===== src/rtl/core/jsu_pkg.sv =====
// Package for the JSON string unescaper.
// Holds word kinds, parser phases, the per-byte run descriptor and the
// character helper functions. No dependencies.
package jsu_pkg;

  typedef enum logic [1:0] {
    KIND_DATA   = 2'd0,
    KIND_CLOSED = 2'd1,
    KIND_BADST  = 2'd2,
    KIND_UNTERM = 2'd3
  } kind_e;

  typedef enum logic [1:0] {
    PH_IDLE = 2'd0,
    PH_BODY = 2'd1,
    PH_ESC  = 2'd2,
    PH_HEX  = 2'd3
  } phase_e;

  localparam int unsigned MaxRun = 4;
  localparam int unsigned RunCntW = 3;
  localparam int unsigned RunIdxW = 2;

  localparam logic [7:0] ChQuote  = 8'h22;
  localparam logic [7:0] ChBslash = 8'h5C;
  localparam logic [7:0] ChU      = 8'h75;

  localparam logic [15:0] Utf8Max1 = 16'h007F;
  localparam logic [15:0] Utf8Max2 = 16'h07FF;
  localparam logic [7:0]  Lead2    = 8'hC0;
  localparam logic [7:0]  Lead3    = 8'hE0;
  localparam logic [7:0]  ContMark = 8'h80;

  typedef struct packed {
    logic [7:0] data;
    kind_e      kind;
  } entry_t;

  typedef struct packed {
    logic [RunCntW-1:0]     cnt;
    entry_t [MaxRun-1:0]    ent;
  } run_t;

  function automatic logic [3:0] hex_value(logic [7:0] h);
    logic [3:0] v;
    v = 4'd0;
    if (h inside {[8'h30:8'h39]}) begin
      v = 4'(h - 8'h30);
    end else if (h inside {[8'h61:8'h66]}) begin
      v = 4'(h - 8'h57);
    end else if (h inside {[8'h41:8'h46]}) begin
      v = 4'(h - 8'h37);
    end
    return v;
  endfunction

  function automatic logic [7:0] escape_map(logic [7:0] e);
    logic [7:0] r;
    case (e)
      8'h62:   r = 8'h08;
      8'h66:   r = 8'h0C;
      8'h6E:   r = 8'h0A;
      8'h72:   r = 8'h0D;
      8'h74:   r = 8'h09;
      default: r = e;
    endcase
    return r;
  endfunction

  function automatic run_t put_word(run_t r, logic [7:0] d, kind_e k);
    run_t o;
    o = r;
    o.ent[r.cnt[RunIdxW-1:0]].data = d;
    o.ent[r.cnt[RunIdxW-1:0]].kind = k;
    o.cnt = r.cnt + RunCntW'(1);
    return o;
  endfunction

endpackage


===== src/rtl/core/json_string_unescaper.sv =====
// JSON string unescaper top level: front end, run queue, back end.
// A byte's run goes into the run queue, then its first word into the output register.
// Throughput: one byte per cycle with no output stall while each byte yields at most
// one word; a byte yielding n words (up to 4, from UTF-8 or digit replay) holds the
// output for all n. Reset (async, active low) clears phase, digit count, code, queue
// and output valid; held digit bytes are not reset. Depends on jsu_pkg and submodules.
module json_string_unescaper import jsu_pkg::*; #(
  parameter int unsigned QueueDepth = 2
) (
  input  logic       clk_i,
  input  logic       rst_ni,
  input  logic       in_valid_i,
  output logic       in_stall_o,
  input  logic [7:0] in_byte_i,
  input  logic       in_start_i,
  input  logic       in_last_i,
  output logic       out_valid_o,
  input  logic       out_stall_i,
  output logic [7:0] out_byte_o,
  output logic [1:0] kind_o,
  output logic       last_of_run_o
);

  logic push, pop, q_full, q_valid;
  run_t run_in, run_head;

  jsu_front u_front (
    .clk_i      (clk_i),
    .rst_ni     (rst_ni),
    .in_valid_i (in_valid_i),
    .in_stall_o (in_stall_o),
    .in_byte_i  (in_byte_i),
    .in_start_i (in_start_i),
    .in_last_i  (in_last_i),
    .q_full_i   (q_full),
    .push_o     (push),
    .run_o      (run_in)
  );

  jsu_queue #(
    .Depth (QueueDepth)
  ) u_queue (
    .clk_i   (clk_i),
    .rst_ni  (rst_ni),
    .push_i  (push),
    .run_i   (run_in),
    .full_o  (q_full),
    .pop_i   (pop),
    .valid_o (q_valid),
    .run_o   (run_head)
  );

  jsu_back u_back (
    .clk_i         (clk_i),
    .rst_ni        (rst_ni),
    .q_valid_i     (q_valid),
    .q_run_i       (run_head),
    .pop_o         (pop),
    .out_valid_o   (out_valid_o),
    .out_stall_i   (out_stall_i),
    .out_byte_o    (out_byte_o),
    .kind_o        (kind_o),
    .last_of_run_o (last_of_run_o)
  );

endmodule


===== src/rtl/core/jsu_front.sv =====
// Front end of the JSON string unescaper: accepts input bytes, tracks the
// string/escape/hex phase and builds the run of words each byte causes.
// Depends on jsu_pkg.
module jsu_front import jsu_pkg::*; (
  input  logic       clk_i,
  input  logic       rst_ni,
  input  logic       in_valid_i,
  output logic       in_stall_o,
  input  logic [7:0] in_byte_i,
  input  logic       in_start_i,
  input  logic       in_last_i,
  input  logic       q_full_i,
  output logic       push_o,
  output run_t       run_o
);

  phase_e      phase_q, phase_d;
  logic [1:0]  hex_cnt_q, hex_cnt_d;
  logic [15:0] code_q, code_d;
  logic [7:0]  held_q [3];
  logic        held_we;
  logic        accept;
  run_t        run;

  assign in_stall_o = q_full_i;
  assign accept     = in_valid_i && !q_full_i;
  assign push_o     = accept && (run.cnt != '0);
  assign run_o      = run;

  always_comb begin
    logic [15:0] hex_code;
    logic [2:0]  rcnt;
    logic [7:0]  c;
    logic        esc;
    logic        closed;
    phase_d   = phase_q;
    hex_cnt_d = hex_cnt_q;
    code_d    = code_q;
    held_we   = 1'b0;
    run       = '0;
    esc       = 1'b0;
    closed    = 1'b0;
    c         = '0;
    hex_code  = {code_q[11:0], hex_value(in_byte_i)};
    rcnt      = {1'b0, hex_cnt_q} + 3'd1;
    if (in_start_i) begin
      hex_cnt_d = '0;
      code_d    = '0;
      if (in_byte_i != ChQuote) begin
        run     = put_word(run, '0, KIND_BADST);
        phase_d = PH_IDLE;
      end else begin
        phase_d = PH_BODY;
        if (in_last_i) begin
          run     = put_word(run, '0, KIND_UNTERM);
          phase_d = PH_IDLE;
        end
      end
    end else begin
      case (phase_q)
        PH_BODY: begin
          if (in_byte_i == ChQuote) begin
            run     = put_word(run, '0, KIND_CLOSED);
            phase_d = PH_IDLE;
          end else if (in_byte_i == ChBslash) begin
            phase_d = PH_ESC;
          end else begin
            run = put_word(run, in_byte_i, KIND_DATA);
          end
        end
        PH_ESC: begin
          if (in_byte_i == ChU) begin
            phase_d   = PH_HEX;
            hex_cnt_d = '0;
            code_d    = '0;
          end else begin
            run     = put_word(run, escape_map(in_byte_i), KIND_DATA);
            phase_d = PH_BODY;
          end
        end
        PH_HEX: begin
          code_d = hex_code;
          if (hex_cnt_q == 2'd3) begin
            if (hex_code <= Utf8Max1) begin
              run = put_word(run, hex_code[7:0], KIND_DATA);
            end else if (hex_code <= Utf8Max2) begin
              run = put_word(run, Lead2 | {3'b000, hex_code[10:6]}, KIND_DATA);
              run = put_word(run, ContMark | {2'b00, hex_code[5:0]}, KIND_DATA);
            end else begin
              run = put_word(run, Lead3 | {4'b0000, hex_code[15:12]}, KIND_DATA);
              run = put_word(run, ContMark | {2'b00, hex_code[11:6]}, KIND_DATA);
              run = put_word(run, ContMark | {2'b00, hex_code[5:0]}, KIND_DATA);
            end
            hex_cnt_d = '0;
            code_d    = '0;
            phase_d   = PH_BODY;
          end else begin
            held_we   = 1'b1;
            hex_cnt_d = hex_cnt_q + 2'd1;
            if (in_last_i) begin
              // replay held digits plus this one as plain string text
              for (int i = 0; i < 3; i++) begin
                if ((3'(i) < rcnt) && !closed) begin
                  c = (2'(i) < hex_cnt_q) ? held_q[i] : in_byte_i;
                  if (esc) begin
                    esc = 1'b0;
                    if (c != ChU) begin
                      run = put_word(run, escape_map(c), KIND_DATA);
                    end
                  end else if (c == ChQuote) begin
                    run    = put_word(run, '0, KIND_CLOSED);
                    closed = 1'b1;
                  end else if (c == ChBslash) begin
                    esc = 1'b1;
                  end else begin
                    run = put_word(run, c, KIND_DATA);
                  end
                end
              end
              if (closed) begin
                phase_d   = PH_IDLE;
                hex_cnt_d = '0;
                code_d    = '0;
              end
            end
          end
        end
        default: phase_d = PH_IDLE;
      endcase
      if (in_last_i && (phase_d != PH_IDLE)) begin
        run       = put_word(run, '0, KIND_UNTERM);
        phase_d   = PH_IDLE;
        hex_cnt_d = '0;
        code_d    = '0;
      end
    end
  end

  always_ff @(posedge clk_i or negedge rst_ni) begin
    if (!rst_ni) begin
      phase_q   <= PH_IDLE;
      hex_cnt_q <= '0;
      code_q    <= '0;
    end else if (accept) begin
      phase_q   <= phase_d;
      hex_cnt_q <= hex_cnt_d;
      code_q    <= code_d;
    end
  end

  always_ff @(posedge clk_i) begin
    if (accept && held_we) begin
      held_q[hex_cnt_q] <= in_byte_i;
    end
  end

  a_run_size: assert property (@(posedge clk_i) disable iff (!rst_ni)
    push_o |-> (run.cnt != '0) && (run.cnt <= RunCntW'(MaxRun)))
    else $error("run size out of range");

  a_hex_cnt_idle: assert property (@(posedge clk_i) disable iff (!rst_ni)
    (phase_q != PH_HEX) |-> (hex_cnt_q == '0))
    else $error("digit count held outside hex phase");

endmodule


===== src/rtl/core/jsu_queue.sv =====
// Run queue of the JSON string unescaper, between front and back end.
// Register-based FIFO of run descriptors. Depends on jsu_pkg.
module jsu_queue import jsu_pkg::*; #(
  parameter int unsigned Depth = 2
) (
  input  logic clk_i,
  input  logic rst_ni,
  input  logic push_i,
  input  run_t run_i,
  output logic full_o,
  input  logic pop_i,
  output logic valid_o,
  output run_t run_o
);

  localparam int unsigned PtrW = (Depth > 1) ? $clog2(Depth) : 1;
  localparam int unsigned CntW = $clog2(Depth + 1);

  run_t            mem_q [Depth];
  logic [PtrW-1:0] wr_ptr_q, rd_ptr_q;
  logic [CntW-1:0] cnt_q;

  assign full_o  = (cnt_q == CntW'(Depth));
  assign valid_o = (cnt_q != '0);
  assign run_o   = mem_q[rd_ptr_q];

  always_ff @(posedge clk_i or negedge rst_ni) begin
    if (!rst_ni) begin
      wr_ptr_q <= '0;
      rd_ptr_q <= '0;
      cnt_q    <= '0;
    end else begin
      if (push_i) begin
        wr_ptr_q <= (wr_ptr_q == PtrW'(Depth - 1)) ? '0 : wr_ptr_q + PtrW'(1);
      end
      if (pop_i) begin
        rd_ptr_q <= (rd_ptr_q == PtrW'(Depth - 1)) ? '0 : rd_ptr_q + PtrW'(1);
      end
      if (push_i && !pop_i) begin
        cnt_q <= cnt_q + CntW'(1);
      end else if (pop_i && !push_i) begin
        cnt_q <= cnt_q - CntW'(1);
      end
    end
  end

  always_ff @(posedge clk_i) begin
    if (push_i) begin
      mem_q[wr_ptr_q] <= run_i;
    end
  end

  a_no_overflow: assert property (@(posedge clk_i) disable iff (!rst_ni)
    push_i |-> !full_o)
    else $error("push into full queue");

  a_no_underflow: assert property (@(posedge clk_i) disable iff (!rst_ni)
    pop_i |-> valid_o)
    else $error("pop from empty queue");

endmodule


===== src/rtl/core/jsu_back.sv =====
// Back end of the JSON string unescaper: walks the head run one word per
// cycle while the output is not stalled into the output register and pops
// the run on its final word. Depends on jsu_pkg.
module jsu_back import jsu_pkg::*; (
  input  logic       clk_i,
  input  logic       rst_ni,
  input  logic       q_valid_i,
  input  run_t       q_run_i,
  output logic       pop_o,
  output logic       out_valid_o,
  input  logic       out_stall_i,
  output logic [7:0] out_byte_o,
  output logic [1:0] kind_o,
  output logic       last_of_run_o
);

  logic               out_valid_q, out_valid_d;
  logic [7:0]         byte_q;
  kind_e              kind_q;
  logic               last_q;
  logic [RunIdxW-1:0] idx_q, idx_d;
  logic               load;
  logic               is_last;
  entry_t             cur;

  assign load    = q_valid_i && (!out_valid_q || !out_stall_i);
  assign cur     = q_run_i.ent[idx_q];
  assign is_last = ({1'b0, idx_q} == (q_run_i.cnt - RunCntW'(1)));
  assign pop_o   = load && is_last;

  always_comb begin
    idx_d       = idx_q;
    out_valid_d = out_valid_q;
    if (load) begin
      idx_d       = is_last ? '0 : idx_q + RunIdxW'(1);
      out_valid_d = 1'b1;
    end else if (!out_stall_i) begin
      out_valid_d = 1'b0;
    end
  end

  always_ff @(posedge clk_i or negedge rst_ni) begin
    if (!rst_ni) begin
      out_valid_q <= 1'b0;
      idx_q       <= '0;
    end else begin
      out_valid_q <= out_valid_d;
      idx_q       <= idx_d;
    end
  end

  always_ff @(posedge clk_i) begin
    if (load) begin
      byte_q <= cur.data;
      kind_q <= cur.kind;
      last_q <= is_last;
    end
  end

  assign out_valid_o   = out_valid_q;
  assign out_byte_o    = byte_q;
  assign kind_o        = kind_q;
  assign last_of_run_o = last_q;

  a_idx_in_run: assert property (@(posedge clk_i) disable iff (!rst_ni)
    load |-> ({1'b0, idx_q} < q_run_i.cnt))
    else $error("word index beyond run");

endmodule

===== config.mk =====
export PLATFORM = sky130hd
export DESIGN_NAME = json_string_unescaper
export DESIGN_NICKNAME = d
export VERILOG_FILES = /design/src/rtl/core/jsu_pkg.sv /design/src/rtl/core/json_string_unescaper.sv /design/src/rtl/core/jsu_front.sv /design/src/rtl/core/jsu_queue.sv /design/src/rtl/core/jsu_back.sv
export SDC_FILE = /design/constraint.sdc
export NUM_CORES = 1
export LEC_CHECK = 0
export ABC_CLOCK_PERIOD_IN_PS = 21100
export BUFFER_PORTS_ARGS = -buffer_cell sky130_fd_sc_hd__buf_4
export CAP_MARGIN = 20
export CORE_ASPECT_RATIO = 1.4
export CORE_MARGIN = 8
export CORE_UTILIZATION = 66
export DETAILED_ROUTE_END_ITERATION = 16
export GPL_TIMING_DRIVEN = 0
export PLACE_DENSITY = 0.89
export SYNTH_ARGS = -nofsm -noshare
export SYNTH_HDL_FRONTEND = slang
export SYNTH_SLANG_ARGS = --single-unit

===== constraint.sdc =====
create_clock -name clk_i -period 21.1 [get_ports clk_i]
set_clock_uncertainty 0.05 [all_clocks]
set_input_delay 4.22 -clock clk_i [delete_from_list [all_inputs] [get_ports clk_i]]
set_output_delay 4.22 -clock clk_i [all_outputs]
set_load 0.01 [all_outputs]

== Word level (Yosys, flattened, before mapping) ==
Memories as Yosys holds them, arrays and structs flattened.
Cells that the tools add are included.

* Logic and storage cells: 273
* Input bits: 14
* Bits in writable memories: 110
* Memories: 2
* Output and inout bits: 13
* Register bits after elaboration: 34

* Reduce and logical (&&, ||, !) cells: 30
* Order comparisons: 21
* Eq/ne operators: 35
* Multiplexer cells: 160
* Add/sub/neg operators: 14

{| class="wikitable"
|+ Memory list
! name !! depth !! width !! rd ports !! clocked after memory_dff !! write ports !! line !! source
|-
| u_queue.mem_q || 2 || 43 || 1 || 0 || 1 || jsu_queue.sv:19 || <nowiki>run_t mem_q [Depth];</nowiki>
|-
| u_front.held_q || 3 || 8 || 3 || 0 || 1 || jsu_front.sv:20 || <nowiki>logic [7:0] held_q [3];</nowiki>
|}

{| class="wikitable"
|+ Operators by type and width
! operator !! number
|-
| $mux W43 || 27
|-
| $bwmux W40 || 14
|-
| $mux W41 || 5
|-
| $eq A8 B7 Y1 const B || 20
|-
| $mux W8 || 17
|-
| $pmux W43 S3 || 1
|-
| $demux W10 S2 || 6
|-
| $pmux W8 S5 || 3
|-
| $mux W12 || 6
|-
| $mux W1 || 47
|-
| $mux W2 || 22
|-
| $mux W42 || 1
|-
| $mux W10 || 4
|-
| $eq A8 B6 Y1 const B || 4
|-
| $pmux W12 S2 || 1
|-
| $bmux W10 S2 || 1
|-
| $ge A8 B7 Y1 const B || 2
|-
| $le A16 B11 Y1 const B || 1
|-
| $le A16 B7 Y1 const B || 1
|-
| $le A8 B7 Y1 const B || 2
|-
| $logic_and A1 B1 Y1 || 16
|-
| $ne A8 B7 Y1 const B || 2
|-
| $lt A2 B3 Y1 const B || 4
|-
| $mux W4 || 3
|-
| 29 further kinds || 50
|}

== Logic depth before layout (Yosys ltp) ==
* Depth in word-level cells: 53
* Gate-level depth with buffers: 27
* Depth with buffers taken out: 24

== Hierarchy ==
A second synthesis with hierarchy kept.

* Cells, all modules: 846
* Area total of the unflattened synthesis: 9185.1 um^2

{| class="wikitable"
|+ By module, submodules not included
! module !! seq. area each (um^2) !! area each (um^2) !! cells each !! instances
|-
| jsu_front || 1121.1 || 4884.7 || 651 || 1
|-
| jsu_queue || 2682.6 || 3493.4 || 150 || 1
|-
| jsu_back || 405.4 || 807.0 || 45 || 1
|}

== Least setup slack after synthesis ==
OpenSTA, ideal clock, no wires.

* Path type: input to register
* Start: input port in_byte_i[0]
* End: memory u_queue.mem_q[0][0] in the netlist's numbering, enable pin
* Cell stages on the path: 20
* Arrival time: 9.556 ns
* Buffers on the path: 1
* Path slack: 11.046 ns
* Data required time: 20.601 ns
* Library setup time: 0.449 ns
* Cells stage by stage: buf_4 -> nor3b_1 -> a2bb2oi_4 -> a22o_1 -> inv_1 -> ha_1 -> or3_1 -> o211ai_1 -> inv_1 -> ha_1 -> mux2i_1 -> nand4_1 -> o21ai_0 -> ha_1 -> nand2_1 -> a21o_1 -> xor2_1 -> nor2_1 -> o31a_4 -> nor2b_1

{| class="wikitable"
|+ RTL lines
! what !! line !! source
|-
| start: declaration || json_string_unescaper.sv:14 || <nowiki>input logic [7:0] in_byte_i,</nowiki>
|-
| end: declaration || jsu_queue.sv:19 ||
|}

==> results.py <==
metrics = {
    "sta": {
        "tns_ps": 0,
        "fin_crit_ps": 9310,
        "relSlewSlack_pct": 18.0,
        "fin_hold_ws_ps": 462,
        "slew_violations": 0,
        "period_share_pct": 44.1,
        "max_freq_mhz": 107,
        "hold_viol_final": 0,
        "rsz0062_at_grt": "false",
        "setup_viol": 0,
        "worst_pin_slew_ps": 1220,
    },
    "synth": {
        "ys_ff_latch": 144,
        "synthArstFlopShare_pct": 16.0,
        "syn_area_per_cell_um2": 10.8,
        "synth_nets": 842,
        "synth_area_leaders": "edfxtp_1 (42%), dfrtp_1 (6.6%), mux4_2 (5.1%)",
        "syn_inst": 807,
        "ys_seq_area_share_pct": 48.1,
        "synth_top_area_cell": "edfxtp_1",
        "synth_top_cell_area_share_pct": 41.5,
        "synth_cell_types": 85,
        "syn_area_mm2": 0.00875,
        "synth_warnings": 0,
        "synth_edf_count": 121,
        "ys.flop_type": "edfxtp_1",
    },
    "final_layout": {
        "diodes": 0,
        "syn2layout_area_growth_pct": 12.0,
        "drive_gt1_share_pct": 16.0,
        "layout_common_cells": "edfxtp_1 (121), nand2_1 (81), nor2_1 (68), o21ai_0 (57), a21oi_1 (51)",
        "layout_commonest_cell": "edfxtp_1",
        "final_nets": 893,
    },
    "detailed_routing": {
        "ant_nets": 0,
        "drt-vias-per-instance": 7.38,
        "wire_per_inst_um": 28.2,
        "drc": 0,
        "first_pass_iters": 8,
        "drt_iter0_markers": 905,
        "vias": 7582,
        "routed_wl_um": 29000,
    },
    "floorplan": {
        "ios": 27,
        "die_y_um": 152,
        "fp-row-count": 50,
        "start_util_pct": 66.6,
        "fp.dieArea_mm2": 0.0173,
        "die_w_um": 113,
        "coreArea_mm2": 0.0131,
    },
    "setup_path": {
        "path_depth": 22,
        "cp.buffers_inverters": 5,
        "reg2reg_from": "u_front.hex_cnt_q[0]$_DFFE_PN0P_",
        "r2r_setup_slack_ps": 14600,
        "cp-end-kind": "flip-flop",
        "start_kind": "input port",
        "cp.arrival_ps": 9380,
        "crit_type": "input port to flip-flop",
        "path_delay_family": "simple AND/OR/NAND/NOR gates",
        "startpoint": "in_byte_i[0]",
        "required_ps": 21170,
        "worstSetupEndpoint": "u_queue.mem_q[0][25]$_DFFE_PP_",
        "cp_max_fo": 31,
        "slowest_delay_ps": 420,
        "path_cells": "buf_4 -> buf_4 -> nor3b_1 -> a2bb2oi_4 -> a22o_1 -> inv_1 -> ha_1 -> or3_1 -> o211ai_1 -> inv_1 -> ha_1 -> mux2i_1 -> nand4_1 -> o21ai_0 -> ha_1 -> nand2_1 -> a21o_1 -> xor2_1 -> nor2_1 -> o31a_4 -> nor2b_4 -> buf_12",
        "worstReg2RegEnd": "u_queue.mem_q[0][25]$_DFFE_PP_",
        "reg2reg_depth": 24,
        "crit_top_cell": "ha_1",
        "slowest_stage": "nor3b_1",
    },
    "clocking": {
        "clkSinkCount": 144,
        "clockBufferDepth": 2,
        "cts_hold_buf": 0,
        "root_buffer": "clkbuf_16",
        "cts_tree": "yes",
        "post-cts-setup-buffers": 0,
        "cts.clk_slew.worst_paths_ps": 60,
        "clk_latency_ps": 430,
        "numCtsBuffers": 17,
        "htreeDepth": 4,
        "cts_resized": 0,
    },
    "global_routing": {
        "grt_usage_pct": 33.8,
        "grt_pass1_vias": 7372,
        "grt_max_degree": 41,
        "grt_overflow": 0,
        "antenna_found_initial": 0,
        "grt_pass1_wl_um": 43700,
    },
    "flow_run": {
        "max_cap_viol_count": 0,
    },
    "pwr": {
        "p_int_uw": 495,
        "powerDensity_mw_per_mm2": 67.6,
        "p_leak_uw": 0.00317,
        "netSwitchingFraction_pct": 25.3,
        "clkPwrFrac_pct": 45.2,
        "seqPwrFrac_pct": 46.9,
        "vdd_drop_max_v": 0.0000554,
        "combPwrFrac_pct": 7.8,
        "power_switching_uw": 167,
    },
    "min_path": {
        "hold_path_class": "flip-flop to flip-flop",
        "holdPathStages": 2,
    },
    "place": {
        "io_buffers": 26,
        "place.gp.congestion": 1.04,
        "post-dp-hpwl_um": 21500,
    },
    "outcome": {
        "status": "finished clean",
    },
}
-- per-layer routing --
layer,global-route usage [%],part of all wire (%),up-vias
met5,0,0,-
li1,-,-,3215
met1,38.1,35,3649
met3,6.78,8.5,147
met2,55.9,49,571
met4,23.8,7.7,0
-- how the worst min path moves through the flow --
stage,slack [ps],from,to
after global placement,410,u_queue.cnt_q[1]$_DFFE_PN0P_,u_back.out_valid_o$_DFFE_PN0P_
after detailed placement,440,u_queue.cnt_q[1]$_DFFE_PN0P_,u_back.out_valid_o$_DFFE_PN0P_
after global routing,480,u_queue.cnt_q[1]$_DFFE_PN0P_,u_back.out_valid_o$_DFFE_PN0P_
after CTS,460,u_queue.cnt_q[1]$_DFFE_PN0P_,u_back.out_valid_o$_DFFE_PN0P_
after floorplan,400,u_queue.cnt_q[1]$_DFFE_PN0P_,u_back.out_valid_o$_DFFE_PN0P_
final,460,u_front.code_q[9]$_DFFE_PN0P_,u_front.code_q[9]$_DFFE_PN0P_
-- worst min-delay path, cell delays in order, from the launching register on --
cell	delay [ps]
dfrtp_1	360
nand2_1	50
o21ai_0	60
-- flip-flops by register name, summed over array words and instances, names as in the netlist, 2 cells and up --
signal and count:
u_queue.cnt_q 2, u_back.idx_q 2, u_back.out_byte_o 8, u_front.code_q 12
u_queue.mem_q 86, u_front.hex_cnt_q 2, u_front.held_q 24, u_back.kind_o 2
u_front.phase_q 2
-- logic make-up (layout without fill, tap and decap cells) --
family / after synthesis / after routing / share of synthesized area [%]
AO/OA/AOI/OAI: 213 / 213 / 16.6
XOR/XNOR: 11 / 11 / 1.10
adder cells (fa/ha/maj): 21 / 21 / 3.00
buffers and inverters: 61 / 125 / 3.09
flip-flops: 144 / 144 / 48.1
multiplexers: 69 / 69 / 11.2
AND/OR/NAND/NOR: 288 / 288 / 17.0
-- cell type report --
type	instances	area, µm²
tap	156	195
timing repair buffer	32	265
fill	883	3340
buffer	46	214
multi-input combinational	602	4280
inverter	15	56.3
clock buffer	18	429
clock inverter	14	149
sequential	144	4210
-- Yosys cell counts (9+ instances only) --
library cell,n
nor2_1,68
nor2b_1,13
nand3_1,20
a22oi_1,10
mux2_2,19
dfrtp_1,23
a21oi_1,51
nand2_1,81
and2_1,9
ha_1,21
nand2b_1,11
nor3_1,23
clkbuf_1,29
mux2i_1,27
inv_1,15
o21ai_0,57
o22ai_1,16
edfxtp_1,121
nand4_1,9
mux4_2,20
-- power groups by stage --
stage          Clock, µW  Combinational, µW  Sequential [µW]
5_1_grt              308               54.2              311
4_1_cts              297               50.9              311
3_3_place_gp           0               48.2              317
3_5_place_dp           0               50.2              317
6_report             300               51.8              311
2_1_floorplan          0               28.3              317
-- per-stage QoR --
| stage | cells | worst slack (ps) | total power (µW) | cell area [µm²] | utilization, % |
|---|---|---|---|---|---|
| finish | 1027 | 11790 | 662 | 9800 | 74.6 |
| global route | 1027 | 11590 | 673 | 9800 | 74.6 |
| floorplan | 807 | 11050 | 346 | 8750 | - |
| global placement | 989 | 9480 | 365 | 9140 | 69.6 |
| detailed placement | 994 | 11480 | 367 | 9210 | 70.1 |
| CTS | 1026 | 11900 | 659 | 9790 | 74.5 |
No activity file was read; power rests on OpenSTA's default activity.
